==> src/rrwp_pkg.sv <==
// ============================================================================
// rrwp_pkg
// Types and constants shared by the ring record writer pointer block.
// ============================================================================
package rrwp_pkg;

  localparam int unsigned OffsetBits  = 24;
  localparam int unsigned PtrBits     = OffsetBits + 1;
  localparam int unsigned SumBits     = OffsetBits + 2;
  localparam int unsigned HeaderBytes = 8;
  localparam logic [OffsetBits-1:0] BufSizeReset = OffsetBits'(65512);

  // actions
  localparam logic [2:0] ActWrite   = 3'd0;
  localparam logic [2:0] ActWriteNp = 3'd1;
  localparam logic [2:0] ActPublish = 3'd2;
  localparam logic [2:0] ActReserve = 3'd3;
  localparam logic [2:0] ActFinish  = 3'd4;

  // status codes
  localparam logic [2:0] StOk      = 3'd0;
  localparam logic [2:0] StNoRdr   = 3'd1;
  localparam logic [2:0] StStarted = 3'd2;
  localparam logic [2:0] StFull    = 3'd3;
  localparam logic [2:0] StError   = 3'd4;

  typedef struct packed {
    logic [2:0]            action;
    logic [OffsetBits-1:0] record_length;
    logic [OffsetBits-1:0] read_offset;
    logic                  read_page;
    logic                  reader_started;
    logic                  reader_inactive;
  } rrwp_req_t;

  typedef struct packed {
    logic [2:0]            status;
    logic [OffsetBits-1:0] header_offset;
    logic [OffsetBits-1:0] payload_offset;
    logic [OffsetBits-1:0] stored_length;
    logic                  header_write;
    logic                  tail_mark_write;
    logic [OffsetBits-1:0] tail_mark_offset;
    logic                  publish_valid;
    logic [PtrBits-1:0]    publish_pointer;
    logic                  reader_reset;
  } rrwp_res_t;

  typedef struct packed {
    logic [PtrBits-1:0]    published_pointer;
    logic                  writer_locked;
    logic [PtrBits-1:0]    pending_pointer;
    logic                  pending_flag;
    logic [OffsetBits-1:0] reserved_offset;
    logic                  reserved_page;
    logic                  reservation_open;
  } rrwp_state_t;

endpackage

==> src/rrwp_step.sv <==
// ============================================================================
// rrwp_step
// Combinational request decode: next writer state and result beat.
// ============================================================================
module rrwp_step import rrwp_pkg::*; (
  input  rrwp_req_t             req_i,
  input  rrwp_state_t           state_i,
  input  logic [OffsetBits-1:0] buf_size_i,
  output rrwp_state_t           state_o,
  output rrwp_res_t             res_o
);

  logic [SumBits-1:0]    len_ext;
  logic [SumBits-1:0]    leng;
  logic [SumBits-1:0]    rpt_ext;
  logic [SumBits-1:0]    bsz_ext;
  logic [SumBits-1:0]    sum;
  logic [SumBits-1:0]    csum;
  logic [PtrBits-1:0]    ptr;
  logic [PtrBits-1:0]    newp;
  logic [OffsetBits-1:0] wpt;
  logic                  wpg;
  logic [OffsetBits-1:0] cwpt;
  logic                  cwpg;
  logic                  commit;
  logic                  full_here;
  logic                  fold;
  logic                  full_fold;

  assign len_ext = {2'b00, req_i.record_length} + SumBits'(HeaderBytes + 3);
  assign leng    = {len_ext[SumBits-1:2], 2'b00};
  assign rpt_ext = {2'b00, req_i.read_offset};
  assign bsz_ext = {2'b00, buf_size_i};

  // pending pointer wins; on a write it was just flushed to the same value
  assign ptr = state_i.pending_flag ? state_i.pending_pointer : state_i.published_pointer;
  assign wpg = ptr[OffsetBits];
  assign wpt = ptr[OffsetBits-1:0];
  assign sum = {2'b00, wpt} + leng;

  assign full_here = (req_i.read_page != wpg) && (sum >= rpt_ext);
  assign fold      = sum > bsz_ext;
  assign full_fold = (req_i.read_page == wpg) && (leng >= rpt_ext);

  always_comb begin
    state_o = state_i;
    res_o   = '0;
    commit  = 1'b0;
    cwpt    = wpt;
    cwpg    = wpg;
    csum    = '0;
    newp    = '0;

    priority if (req_i.action > ActFinish) begin
      res_o.status = StError;
    end else if (state_i.reservation_open) begin
      if (req_i.action != ActFinish) begin
        res_o.status = StError;
      end else begin
        state_o.reservation_open = 1'b0;
        cwpt   = state_i.reserved_offset;
        cwpg   = state_i.reserved_page;
        commit = 1'b1;
      end
    end else if (req_i.action == ActFinish) begin
      res_o.status = StOk;
    end else begin
      if (state_i.pending_flag &&
          (req_i.action == ActWrite || req_i.action == ActPublish)) begin
        state_o.published_pointer = state_i.pending_pointer;
        state_o.pending_flag      = 1'b0;
        res_o.publish_valid       = 1'b1;
        res_o.publish_pointer     = state_i.pending_pointer;
      end
      priority if (req_i.action == ActPublish) begin
        res_o.status = StOk;
      end else if (req_i.reader_started) begin
        state_o.published_pointer = '0;
        state_o.pending_flag      = 1'b0;
        state_o.writer_locked     = 1'b0;
        res_o.status              = StStarted;
        res_o.publish_valid       = 1'b1;
        res_o.publish_pointer     = '0;
        res_o.reader_reset        = 1'b1;
      end else if (state_i.writer_locked || req_i.reader_inactive) begin
        res_o.status = StNoRdr;
      end else if (full_here || (fold && full_fold)) begin
        res_o.status = StFull;
      end else begin
        if (fold) begin
          res_o.tail_mark_write  = 1'b1;
          res_o.tail_mark_offset = wpt;
          cwpt = '0;
          cwpg = ~wpg;
        end
        if (fold && (leng > bsz_ext)) begin
          res_o.status = StError;
        end else if (req_i.action == ActReserve) begin
          state_o.reservation_open = 1'b1;
          state_o.reserved_offset  = cwpt;
          state_o.reserved_page    = cwpg;
          res_o.header_offset      = cwpt;
          res_o.payload_offset     = cwpt + OffsetBits'(HeaderBytes);
          res_o.stored_length      = leng[OffsetBits-1:0];
        end else begin
          commit = 1'b1;
        end
      end
    end

    if (commit) begin
      // plain sum, carry may flip the page
      csum = {2'b00, cwpt} + leng;
      newp = csum[PtrBits-1:0] + {cwpg, {OffsetBits{1'b0}}};
      res_o.header_offset  = cwpt;
      res_o.payload_offset = cwpt + OffsetBits'(HeaderBytes);
      res_o.stored_length  = leng[OffsetBits-1:0];
      res_o.header_write   = 1'b1;
      if (req_i.action == ActWriteNp) begin
        state_o.pending_pointer = newp;
        state_o.pending_flag    = 1'b1;
      end else begin
        state_o.published_pointer = newp;
        if (req_i.action == ActFinish) begin
          state_o.pending_flag = 1'b0;
        end
        res_o.publish_valid   = 1'b1;
        res_o.publish_pointer = newp;
      end
    end
  end

endmodule

==> src/ring_record_writer_pointer.sv <==
// ============================================================================
// ring_record_writer_pointer
// Producer-side pointer keeper for a ring of length-prefixed records.
// ============================================================================
// One request is taken per clock cycle (busy_o stays low) and its result
// beat shows on res_o, flagged by done_o, for exactly one cycle. The request
// is first captured in the request register, then goes through the decode
// into the result register. Writer state updates in the same cycle as the
// decode, so back-to-back requests see each other's effects. The receiver
// cannot stall; it must take every beat. The user writes buffer_size with
// cfg_we_i only while no request is in flight; the block does not enforce it.
module ring_record_writer_pointer import rrwp_pkg::*; (
  input  logic                  clk_i,
  input  logic                  rst_ni,
  input  logic                  start_i,
  output logic                  busy_o,
  input  rrwp_req_t             req_i,
  input  logic                  cfg_we_i,
  input  logic [OffsetBits-1:0] cfg_wdata_i,
  output logic                  done_o,
  output rrwp_res_t             res_o
);

  logic                  vld_q;
  rrwp_req_t             req_q;
  logic                  done_q;
  rrwp_res_t             res_q;
  rrwp_res_t             res_d;
  rrwp_state_t           state_q;
  rrwp_state_t           state_d;
  logic [OffsetBits-1:0] bsz_q;

  assign busy_o = 1'b0;

  rrwp_step u_step (
    .req_i      (req_q),
    .state_i    (state_q),
    .buf_size_i (bsz_q),
    .state_o    (state_d),
    .res_o      (res_d)
  );

  always_ff @(posedge clk_i or negedge rst_ni) begin
    if (!rst_ni) begin
      vld_q   <= 1'b0;
      done_q  <= 1'b0;
      bsz_q   <= BufSizeReset;
      state_q <= '{writer_locked: 1'b1, default: '0};
    end else begin
      vld_q  <= start_i;
      done_q <= vld_q;
      if (cfg_we_i) begin
        bsz_q <= cfg_wdata_i;
      end
      if (vld_q) begin
        state_q <= state_d;
      end
    end
  end

  always_ff @(posedge clk_i) begin
    if (start_i) begin
      req_q <= req_i;
    end
    if (vld_q) begin
      res_q <= res_d;
    end
  end

  assign done_o = done_q;
  assign res_o  = res_q;

  a_done_follows_req: assert property (@(posedge clk_i) disable iff (!rst_ni)
    done_q |-> $past(vld_q))
    else $error("result beat without request");

  a_hdr_ok: assert property (@(posedge clk_i) disable iff (!rst_ni)
    (done_o && res_o.header_write) |-> (res_o.status == StOk))
    else $error("header written with bad status");

  a_rdr_reset: assert property (@(posedge clk_i) disable iff (!rst_ni)
    (done_o && res_o.reader_reset) |->
      (res_o.publish_valid && res_o.publish_pointer == '0 && res_o.status == StStarted))
    else $error("reader reset without pointer clear");

  a_tail_status: assert property (@(posedge clk_i) disable iff (!rst_ni)
    (done_o && res_o.tail_mark_write) |-> (res_o.status == StOk || res_o.status == StError))
    else $error("tail mark with wrong status");

endmodule
==> config.mk <==
export PLATFORM = sky130hd
export DESIGN_NAME = ring_record_writer_pointer
export DESIGN_NICKNAME = d
export VERILOG_FILES = /design/src/rrwp_pkg.sv /design/src/rrwp_step.sv /design/src/ring_record_writer_pointer.sv
export SDC_FILE = /design/constraint.sdc
export NUM_CORES = 1
export LEC_CHECK = 0
export ABC_AREA = 0
export BUFFER_PORTS_ARGS = -buffer_cell sky130_fd_sc_hd__buf_2
export CORE_MARGIN = 3
export CORE_UTILIZATION = 41
export DETAILED_ROUTE_END_ITERATION = 8
export SKIP_CTS_REPAIR_TIMING = 1
export SYNTH_ARGS = -nofsm -noshare
export SYNTH_HDL_FRONTEND = slang
export SYNTH_SLANG_ARGS = --single-unit
==> constraint.sdc <==
create_clock -name clk_i -period 9.9 [get_ports clk_i]
set_input_delay 0.99 -clock clk_i [delete_from_list [all_inputs] [get_ports clk_i]]
set_output_delay 0.99 -clock clk_i [all_outputs]
set_load 0.01 [all_outputs]
Word level (Yosys, flattened, before mapping)
Cells that the tools add are included.
{ "op_classes": {"n_addsub": 6, "n_lt_le_gt_ge": 5, "eq_ne": 7, "muxes": 87, "bitwise": 10, "n_reduce_logical": 17} }
{ "op_table": {"columns": ["cell", "n"], "rows": [
  ["2-to-1 mux 72 bit", 9],
  ["2-to-1 mux 24 bit", 16],
  ["2-to-1 mux 26 bit", 14],
  ["2-to-1 mux 27 bit", 8],
  ["2-to-1 mux 25 bit", 5],
  ["2-to-1 mux 73 bit", 1],
  [">= comparator 26 x 24 -> 1 bit", 2],
  ["greater-than comparator 26 x 24 -> 1 bit", 2],
  ["adder 24 x 4 -> 24 bit (second input constant)", 2],
  ["adder 24 x 26 -> 26 bit", 1],
  ["2-to-1 mux 1 bit", 26],
  ["adder 24 x 25 -> 25 bit", 1],
  ["adder 24 x 4 -> 25 bit (second input constant)", 1],
  ["adder 25 bit", 1],
  ["2-to-1 mux 3 bit", 8],
  ["inverter 1 bit", 10],
  ["AND reduction 10 bit", 1],
  ["OR reduction 9 bit", 1],
  ["OR reduction 8 bit", 1],
  ["OR reduction 7 bit", 1],
  ["== test 3 x 2 -> 1 bit (second input constant)", 2],
  ["AND reduction 6 bit", 1],
  ["logical AND 1 bit", 5],
  ["OR reduction 4 bit", 1],
  ["10 further kinds", 12]
]} }
{ "totals": {"reg_bits": 286, "inputBits": 82, "out_inout_bits": 130, "wordCells": 159} }

Depth between registers and ports, before layout
Gate-level depths: netlist of the first run.
{ "depth": {"ltp_word": 24, "mapped_depth": 47, "depth_no_buf": 47} }

Hierarchy
From an unflattened synthesis of the first run, not the netlist that was laid out.
{ "hier_totals": {"hier_cells": 1696, "hier_area_um2": 17895.9} }
{ "modules_own_cells": {"columns": ["module", "instances", "cells_each", "area_per_inst_um2", "seq_area_each_um2"], "rows": [
  ["ring_record_writer_pointer", 1, 402, 9406.5, 8084.0],
  ["rrwp_step", 1, 1294, 8489.4, 0.0]
]} }

Least setup slack after synthesis of the first run
No wires, ideal clock.
{ "synth_path": {"path_kind": "register -> register", "start": "register state_q[26] (netlist bit)", "end": "register res_q (netlist bit res_o[24]) (data pin)", "setup_time_ns": 0.263, "arrival_time_ns": 8.385, "required_ns": 9.637, "path_slack_ns": 1.251, "path_stages_with_launch": 44, "path_buffers": 3, "synth_period_minus_slack_ns": 8.649, "cell_sequence": "dfrtp_1 buf_2 buf_2 buf_1 mux2i_1 inv_1 ha_1 o21a_1 o21a_1 o22a_1 o31a_1 a21oi_1 nor2b_1 o21ai_0 nand2b_1 a21oi_1 o21bai_1 a21oi_1 [8 not listed] a221o_2 nor3_4 nor3_1 a21oi_1 mux2i_1 ha_1 a21o_1 a21oi_1 o21ai_0 a21oi_1 o21ai_0 a21boi_0 a2111oi_0 nor3b_1 o21bai_1 a21oi_1 xor2_1 o2bb2ai_1"} }
{ "synth_lines": {"columns": ["item", "line_no", "source"], "rows": [
  ["start, declared", "ring_record_writer_pointer.sv:29", "rrwp_state_t state_q;"],
  ["start signal, assigned", "ring_record_writer_pointer.sv:56", "state_q <= state_d;"],
  ["end signal, assigned", "ring_record_writer_pointer.sv:66", "res_q <= res_d;"],
  ["end, declared", "ring_record_writer_pointer.sv:27", "rrwp_res_t res_q;"]
]} }

Worst setup path after layout of the first run
{ "layout_path": {"start": "register req_q[29] (netlist bit)", "end": "register state_q[51] (netlist bit)"} }
{ "layout_between": {"elab_chain_cells": 20, "elab_cells_between_ends": 45, "classes_between": "add/sub (4); order compare (4); mux (31); reduce/logical (6)"} }
{ "layout_lines": {"columns": ["item", "line_no", "source"], "rows": [
  ["start, declared", "ring_record_writer_pointer.sv:25", "rrwp_req_t req_q;"],
  ["start signal, assigned", "ring_record_writer_pointer.sv:63", "req_q <= req_i;"],
  ["adder 24 x 4 -> 25 bit *", "rrwp_step.sv:30", "assign len_ext = {2'b00, req_i.record_length} + SumBits'(HeaderBytes + 3);"],
  ["adder 24 x 26 -> 26 bit", "rrwp_step.sv:39", "assign sum = {2'b00, wpt} + leng;"],
  ["greater-than comparator 26 x 24 -> 1 bit", "rrwp_step.sv:42", "assign fold = sum > bsz_ext;"],
  ["2-to-1 mux 24 bit", "rrwp_step.sv:90", "if (fold) begin"],
  ["2-to-1 mux 24 bit", "rrwp_step.sv:87", "end else if (full_here || (fold && full_fold)) begin"],
  ["2-to-1 mux 24 bit", "rrwp_step.sv:85", "end else if (state_i.writer_locked || req_i.reader_inactive) begin"],
  ["2-to-1 mux 24 bit", "rrwp_step.sv:77", "end else if (req_i.reader_started) begin"],
  ["2-to-1 mux 24 bit", "rrwp_step.sv:75", "priority if (req_i.action == ActPublish) begin"],
  ["[4 not listed]", null, null],
  ["2-to-1 mux 24 bit", "rrwp_step.sv:85", null],
  ["2-to-1 mux 24 bit", "rrwp_step.sv:77", null],
  ["2-to-1 mux 24 bit", "rrwp_step.sv:75", null],
  ["2-to-1 mux 24 bit", "rrwp_step.sv:65", "end else if (req_i.action == ActFinish) begin"],
  ["2-to-1 mux 24 bit", "rrwp_step.sv:56", "end else if (state_i.reservation_open) begin"],
  ["2-to-1 mux 24 bit", "rrwp_step.sv:54", "priority if (req_i.action > ActFinish) begin"],
  ["adder 24 x 25 -> 25 bit", "rrwp_step.sv:113", "csum = {2'b00, cwpt} + leng;"],
  ["adder 25 bit", "rrwp_step.sv:114", "newp = csum[PtrBits-1:0] + {cwpg, {OffsetBits{1'b0}}};"]
]} }
Every way passes the cells marked *; elsewhere a longest branch is shown, timed or not. The select of a mux whose other input is x is not followed.
A chain may end at the register's enable or synchronous reset.

==> summary.txt, run 1 <==
Clock network
  – Clock Sinks: 281
  – CTS root buffer: clkbuf_16
  – Clk buf depth: 3
  – CTS tree: yes
  – H-tree Lvls: 1
  – Clock-pin slew of the registers on the worst-case setup and hold paths: 60 ps
  – Total CTS buffers: 30
  – Clk Latency, worst-skew pair: 590 ps

Power and ir drop
  – Overall power: 5.388 mW
  – Leakage: 8.793 nW
  – Switch share: 43.86%
  – Maximum vdd drop: 0.1320 mV
  – Reg power frac: 28.1%
  – Clock network power share: 19.8%
  – Pwr dens: 266.6 nW/um2
  – Logic pwr share: 52.1%
  – Cell Int Power: 3.025 mW
  – Switching power: 2.363 mW

STA
  – Setup Viol. Count Final: 0
  – Sum Neg Setup Slack: 0 ps
  – Worst-Margin Slew: 1072 ps
  – Hold_ws: 430.8 ps
  – Final setup margin: 686.3 ps
  – Slew headroom: 28.34%
  – Final cycle utilization of the critical path: 93.07%
  – Fmax: 108.5 MHz
  – Clock Skew: 27.20 ps
  – Fin. Hold Viols: 0
  – Max Transition Viols Final: 0
  – Min Tclk post-route: 9214 ps

Placed design
  – DP Wirelength: 44.38 mm
  – Placed cell area: 19180 um2
  – Gpl congestion: 0.9855
  – Placed cells: 2435
  – # port buffers: 208
  – Pre-CTS setup slack: 362.2 ps

Cells and area
  – Design area: 20210 um2
  – Antenna cells: 0
  – Filler Cells Inserted: 3882
  – Fin cells: 2498
  – Area Overhead vs Synth: 17.40%
  – Share of cells above drive strength 1: 19.89%
  – Most common cell after layout, fill and taps aside: buf_2
  – Most frequent cells in the layout: buf_2, edfxtp_1, nand2_1, ha_1, inv_1
  – Post-layout util: 49.15%
  – Nets: 2165

Die
  – Die width: 210.9 um
  – CORE AREA: 41110 um2
  – Die Ht: 210.9 um
  – Top Ports: 212
  – Initial Util: 41.87%
  – Cell Rows: 74
  – Die ar.: 44470 um2

Worst setup path
  – Critical path class: flip-flop to flip-flop
  – Critical Path RT: 10370 ps
  – Cell mode on critical path: a21oi_1
  – Critical path fanouts, max: 7
  – Slowest stage cell, crit path: fa_1
  – WP data arrival: 9690 ps
  – Slowest stage delay, CP: 400 ps
  – CP endpoint kind: flip-flop
  – Critical path startpoint category: flip-flop

Yosys
  – Largest area contributor in the netlist: edfxtp_1
  – Area contributors post-synth: edfxtp_1, dfrtp_1, ha_1
  – Number of synthesized register bits: 281
  – Post-synth top flop: edfxtp_1
  – Post-synth EDFFs: 177
  – Ys Warns: 0
  – Top cell type's share of synthesized area: 30.88%
  – Syn Area/Cell: 10.14 um2
  – Asr flop ratio synth: 37.01%
  – Share of the yosys chip area belonging to registers: 46.10%
  – Mapped cell area: 17210 um2
  – Synth unique cells: 87
  – Synth Instances: 1697

Global routing
  – Pin count of the biggest net entering global routing: 106
  – GRT overflow: 0
  – Vias in the first global route: 14350
  – GRT Total Usage: 25.46%
  – First-pass GRT wire length: 86.72 mm
  – Initial antenna violation count: 0

Routing
  – Post-DRT Antenna Nets: 0
  – Via-per-instance ratio: 5.788
  – DRC violations left: 0
  – Drt pass-1 iters: 5
  – 1st-iter DRT viols: 1150
  – Drt total wl: 57.96 mm
  – Via count: 14460
  – Routed length per placed instance: 23.20 um

Min path
  – Hold Crit Class: primary input to asynchronous set/reset pin

Run status
  – Status: completed

Flow run
  – Max-capacitance violation count: 0
==> registers in the layout, summed over array words and instances, names as in the netlist <==
name / count
state_q: 78
req_q: 54
done_o: 1
vld_q: 1
res_o: 123
bsz_q: 24
==> Yosys cell counts, types with 7 or more instances <==
library cell / instances
nor4_1: 10
clkbuf_1: 57
nor3_1: 25
nand4_1: 21
o22ai_1: 38
xnor2_1: 68
o31ai_1: 22
edfxtp_1: 177
o31a_1: 8
nor2_1: 94
mux2i_1: 25
a21o_1: 30
nand3_1: 58
o21ai_0: 93
dfrtp_1: 91
nor2b_1: 9
inv_1: 110
and2_1: 7
o2bb2ai_1: 7
nand2_1: 167
a22oi_1: 17
a22o_1: 29
and3_1: 7
o21ai_1: 45
buf_2: 7
nand2b_1: 13
o211ai_1: 15
a21boi_0: 26
a21oi_1: 89
o21a_1: 20
xor2_1: 25
ha_1: 139
dfstp_2: 13
a211oi_1: 10
==> per-layer routing <==
metal / GRT usage, % / part of all wire, % / vias up / wire length [um]
met5: 0 / 0 / - / 0
met4: 10.16 / 4.2 / 0 / 2444
met3: 3.713 / 6.3 / 122 / 3660
met2: 42.08 / 47 / 553 / 27030
met1: 33.94 / 43 / 7008 / 24820
li1: - / - / 6775 / -
==> critical path, delay by kind of cell, from the launching register on <==
| family | cells | cell delay, ps |
|---|---|---|
| compound gates | 22 | 4290 |
| xor+xnor | 3 | 790 |
| fa+ha+maj | 4 | 1300 |
| buf+inv | 2 | 230 |
| flops | 1 | 360 |
| mux | 1 | 210 |
| simple gates | 13 | 1920 |
==> area by class of cell <==
| class | instances | area, um2 | share of cell area (%) |
|---|---|---|---|
| clock buffers | 44 | 844.6 | 4.180 |
| clock inverters | 12 | 78.83 | 0.3901 |
| inverters | 113 | 424.2 | 2.099 |
| multi-input cells | 1229 | 8607 | 42.59 |
| flip-flops and latches | 281 | 7938 | 39.28 |
| well taps | 532 | 665.6 | 3.294 |
| repair buffers | 287 | 1649 | 8.161 |
==> path summary, 6_finish.rpt <==
check | start | end | slack (ps) | cells after the start
max | req_q[29] | state_q[51] | 690 | 45
min | rst_ni | state_q[58] | 430 | 1
max reg2reg | req_q[29] | state_q[51] | 690 | 45
min reg2reg | state_q[1] | state_q[1] | 480 | 2
max in group asynchronous | rst_ni | state_q[38] | 8140 | 2
min in group clk_i | state_q[1] | state_q[1] | 480 | 2
==> power by group through the flow <==
| stage | Sequential [mW] | Clock, mW | Combinational (mW) |
|---|---|---|---|
| 2_1_floorplan | 1.52 | 0 | 1.80 |
| 4_1_cts | 1.51 | 1.09 | 2.71 |
| 5_1_grt | 1.53 | 1.14 | 3.04 |
| 3_5_place_dp | 1.53 | 0 | 2.69 |
| 3_3_place_gp | 1.53 | 0 | 2.66 |
| 6_report | 1.51 | 1.07 | 2.81 |
==> kinds of logic (layout without fill, tap and decap cells) <==
logic type / count (synthesis) / after routing / share of synthesized area, %
AOI/OAI and AO/OA: 516 / 516 / 20.17
xor gates and xnor gates: 94 / 94 / 4.863
adders and majority gates: 141 / 141 / 10.34
buffers and inverters: 189 / 456 / 4.391
DFF: 281 / 281 / 46.10
muxes: 33 / 33 / 2.043
other: 1 / 3 / 0.02179
and+or+nand+nor: 442 / 442 / 12.08
(Power assumes the default switching activity.)
==> inputs of run 2 (changes only) <==
--- a/config.mk
+++ b/config.mk
@@ -10,6 +10,7 @@
 export CORE_MARGIN = 3
 export CORE_UTILIZATION = 41
 export DETAILED_ROUTE_END_ITERATION = 8
+export PLACE_DENSITY = 0.69
 export SKIP_CTS_REPAIR_TIMING = 1
 export SYNTH_ARGS = -nofsm -noshare
 export SYNTH_HDL_FRONTEND = slang
==> summary.txt, run 2 (synthesis gave the netlist of run 1 again) <==
Run status
  – Status: completed

Power and ir drop
  – Leakage: 8.832 nW (+0.44%)
  – Overall power: 5.501 mW (+2.1%)
  – Cell Int Power: 3.113 mW (+2.9%)
  – Maximum vdd drop: 0.1620 mV (+23%)
  – Pwr dens: 270.5 nW/um2 (+1.4%)
  – Clock network power share: 21.5% (+1.7 points)
  – Switching power: 2.388 mW (+1.1%)
  – Reg power frac: 27.4% (-0.7 points)
  – Logic pwr share: 51.0% (-1.1 points)
  – Switch share: 43.41% (-0.44 points)

Clock network
  – Clk buf depth: 3 (unchanged)
  – H-tree Lvls: 1 (unchanged)
  – Total CTS buffers: 30 (unchanged)
  – Clock Sinks: 281 (unchanged)
  – Clk Latency, worst-skew pair: 580 ps (about the same)
  – CTS root buffer: clkbuf_16
  – CTS tree: yes
  – Clock-pin slew of the registers on the worst-case setup and hold paths: 70 ps (about the same)

Global routing
  – GRT met3 Usage: 3.891% (+0.18 points)
  – GRT overflow: 0 (unchanged)
  – First-pass GRT wire length: 86.81 mm (+0.10%)
  – GRT Total Usage: 25.33% (-0.14 points)
  – Global Route met2 Usage: 40.86% (-1.2 points)
  – Gr busiest metal: met2
  – Pin count of the biggest net entering global routing: 77 (-27%)
  – GR Util met1: 34.71% (+0.77 points)
  – Vias in the first global route: 14340 (-0.098%)
  – Initial antenna violation count: 0 (unchanged)

STA
  – Setup Viol. Count Final: 0 (unchanged)
  – Clock Skew: 15.86 ps (-11.34 ps)
  – Worst-Margin Slew: 1095 ps (+22.15 ps)
  – Slew headroom: 26.42% (-1.9 points)
  – Max Transition Viols Final: 0 (unchanged)
  – Final cycle utilization of the critical path: 94.83% (+1.8 points)
  – Min Tclk post-route: 9388 ps (+174.1 ps)
  – Hold_ws: 469.9 ps (+39.17 ps)
  – Fmax: 106.5 MHz (-1.9%)
  – Final setup margin: 512.2 ps (-174.1 ps)
  – Fin. Hold Viols: 0 (unchanged)
  – Sum Neg Setup Slack: 0 ps (unchanged)

Routing
  – Via count: 14740 (+1.9%)
  – DRC violations left: 0 (unchanged)
  – Drt total wl: 57.49 mm (-0.81%)
  – Routed length per placed instance: 23.01 um (-0.81%)
  – 1st-iter DRT viols: 1333 (+16%)
  – Via-per-instance ratio: 5.900 (+1.9%)
  – Post-DRT Antenna Nets: 0 (unchanged)
  – Drt pass-1 iters: 6 (+1)

Cells and area
  – Nets: 2164 (-0.046%)
  – Area Overhead vs Synth: 18.15%
  – Most common cell after layout, fill and taps aside: buf_2
  – Share of cells above drive strength 1: 20.15% (+0.26 points)
  – Post-layout util: 49.47% (+0.31 points)
  – Most frequent cells in the layout: buf_2, edfxtp_1, nand2_1, ha_1, inv_1
  – Largest register FFs: 123 (unchanged)

Die
  – Initial Util: 41.87% (unchanged)
  – Die ar.: 44470 um2 (unchanged)
  – CORE AREA: 41110 um2 (unchanged)
  – Top Ports: 212 (unchanged)
  – Die Ht: 210.9 um (unchanged)
  – Die width: 210.9 um (unchanged)
  – Cell Rows: 74 (unchanged)

Worst setup path
  – Critical path fanouts, max: 8 (+1)
  – Critical Path RT: 10370 ps (about the same)
  – Critical path startpoint category: flip-flop
  – Reg2Reg Depth: 45 (unchanged)
  – Cell mode on critical path: a21oi_1
  – Critical path class: flip-flop to flip-flop
  – Slowest stage cell, crit path: xnor2_1
  – Buf/Inv on CP: 4 (+2)
  – Critical path depth in cells: 45 (unchanged)
  – CP endpoint kind: flip-flop
  – Top cell family by delay on the critical path: compound AO/OA/AOI/OAI gates
  – Slowest stage delay, CP: 520 ps (+120 ps)
  – WP data arrival: 9860 ps (+170 ps)

Flow run
  – Max-capacitance violation count: 0 (unchanged)

Placed design
  – Pre-CTS setup slack: 31.64 ps (-330.5 ps)
  – DP Wirelength: 43.85 mm (-1.2%)
  – Gpl congestion: 1.086 (+10%)
  – # port buffers: 208 (unchanged)

Min path
  – Hold Crit Class: primary input to asynchronous set/reset pin
==> run 2: changes by cell type in the layout (fill, tap and decap cells not counted), sizes merged, moves of 3 or more <==
| cell | change |
|---|---|
| clkbuf | -3 |
| clkinvlp | +4 |
| clkinv | -5 |
| bufinv | +5 |
==> run 2: worst register-to-register path, delay by kind of cell (launching register included) <==
| kind | cells | cell delay [ps] |
|---|---|---|
| compound gates | 29 | 5920 |
| xor+xnor | 3 | 870 |
| fa+ha+maj | 3 | 840 |
| buf+inv | 4 | 610 |
| simple gates | 5 | 560 |
| flops | 1 | 400 |
| mux | 1 | 110 |
==> run 2: metal layers <==
| layer | vias to the layer above | routed length (um) |
|---|---|---|
| met3 | 130 | 4456 |
| met1 | 7117 | 24470 |
| li1 | 6791 | - |
| met4 | 0 | 2287 |
| met5 | - | 0 |
| met2 | 700 | 26270 |
==> run 2: path summary, 6_finish.rpt <==
path                             start  slack [ps]          end
setup / recovery             req_q[29]         510  state_q[72]
hold / removal                  rst_ni         470   state_q[9]
setup reg to reg             req_q[29]         510  state_q[72]
hold reg to reg            state_q[25]         480  state_q[25]
max in group asynchronous       rst_ni        8150  state_q[44]
min in group clk_i         state_q[25]         480  state_q[25]
==> run 2: power groups by stage <==
stage	Combinational, mW	Clock, mW	Sequential (mW)
after floorplan	1.80	0	1.52
after global placement	2.65	0	1.52
after detailed placement	2.68	0	1.53
after CTS	2.70	1.21	1.51
after global routing	3.05	1.26	1.52
final	2.81	1.18	1.51
==> run 2: per-stage QoR <==
| step | instances | cell area, um2 |
|---|---|---|
| after floorplan | 1699 | 17220 |
| after global placement | 2433 | 19160 |
| after detailed placement | 2433 | 19160 |
| after CTS | 2489 | 20210 |
| after global routing | 2497 | 20330 |
| final | 2498 | 20340 |
==> run 2: layout make-up <==
class,count,area (um2)
Inverter,113,424.2
Clock buffer,41,822.0
Tap cell,532,665.6
Antenna cell,1,2.502
Multi-Input combinational cell,1229,8615
Clock inverter,15,227.7
Fill cell,3826,20770
Timing Repair Buffer,286,1642
Sequential cell,281,7938
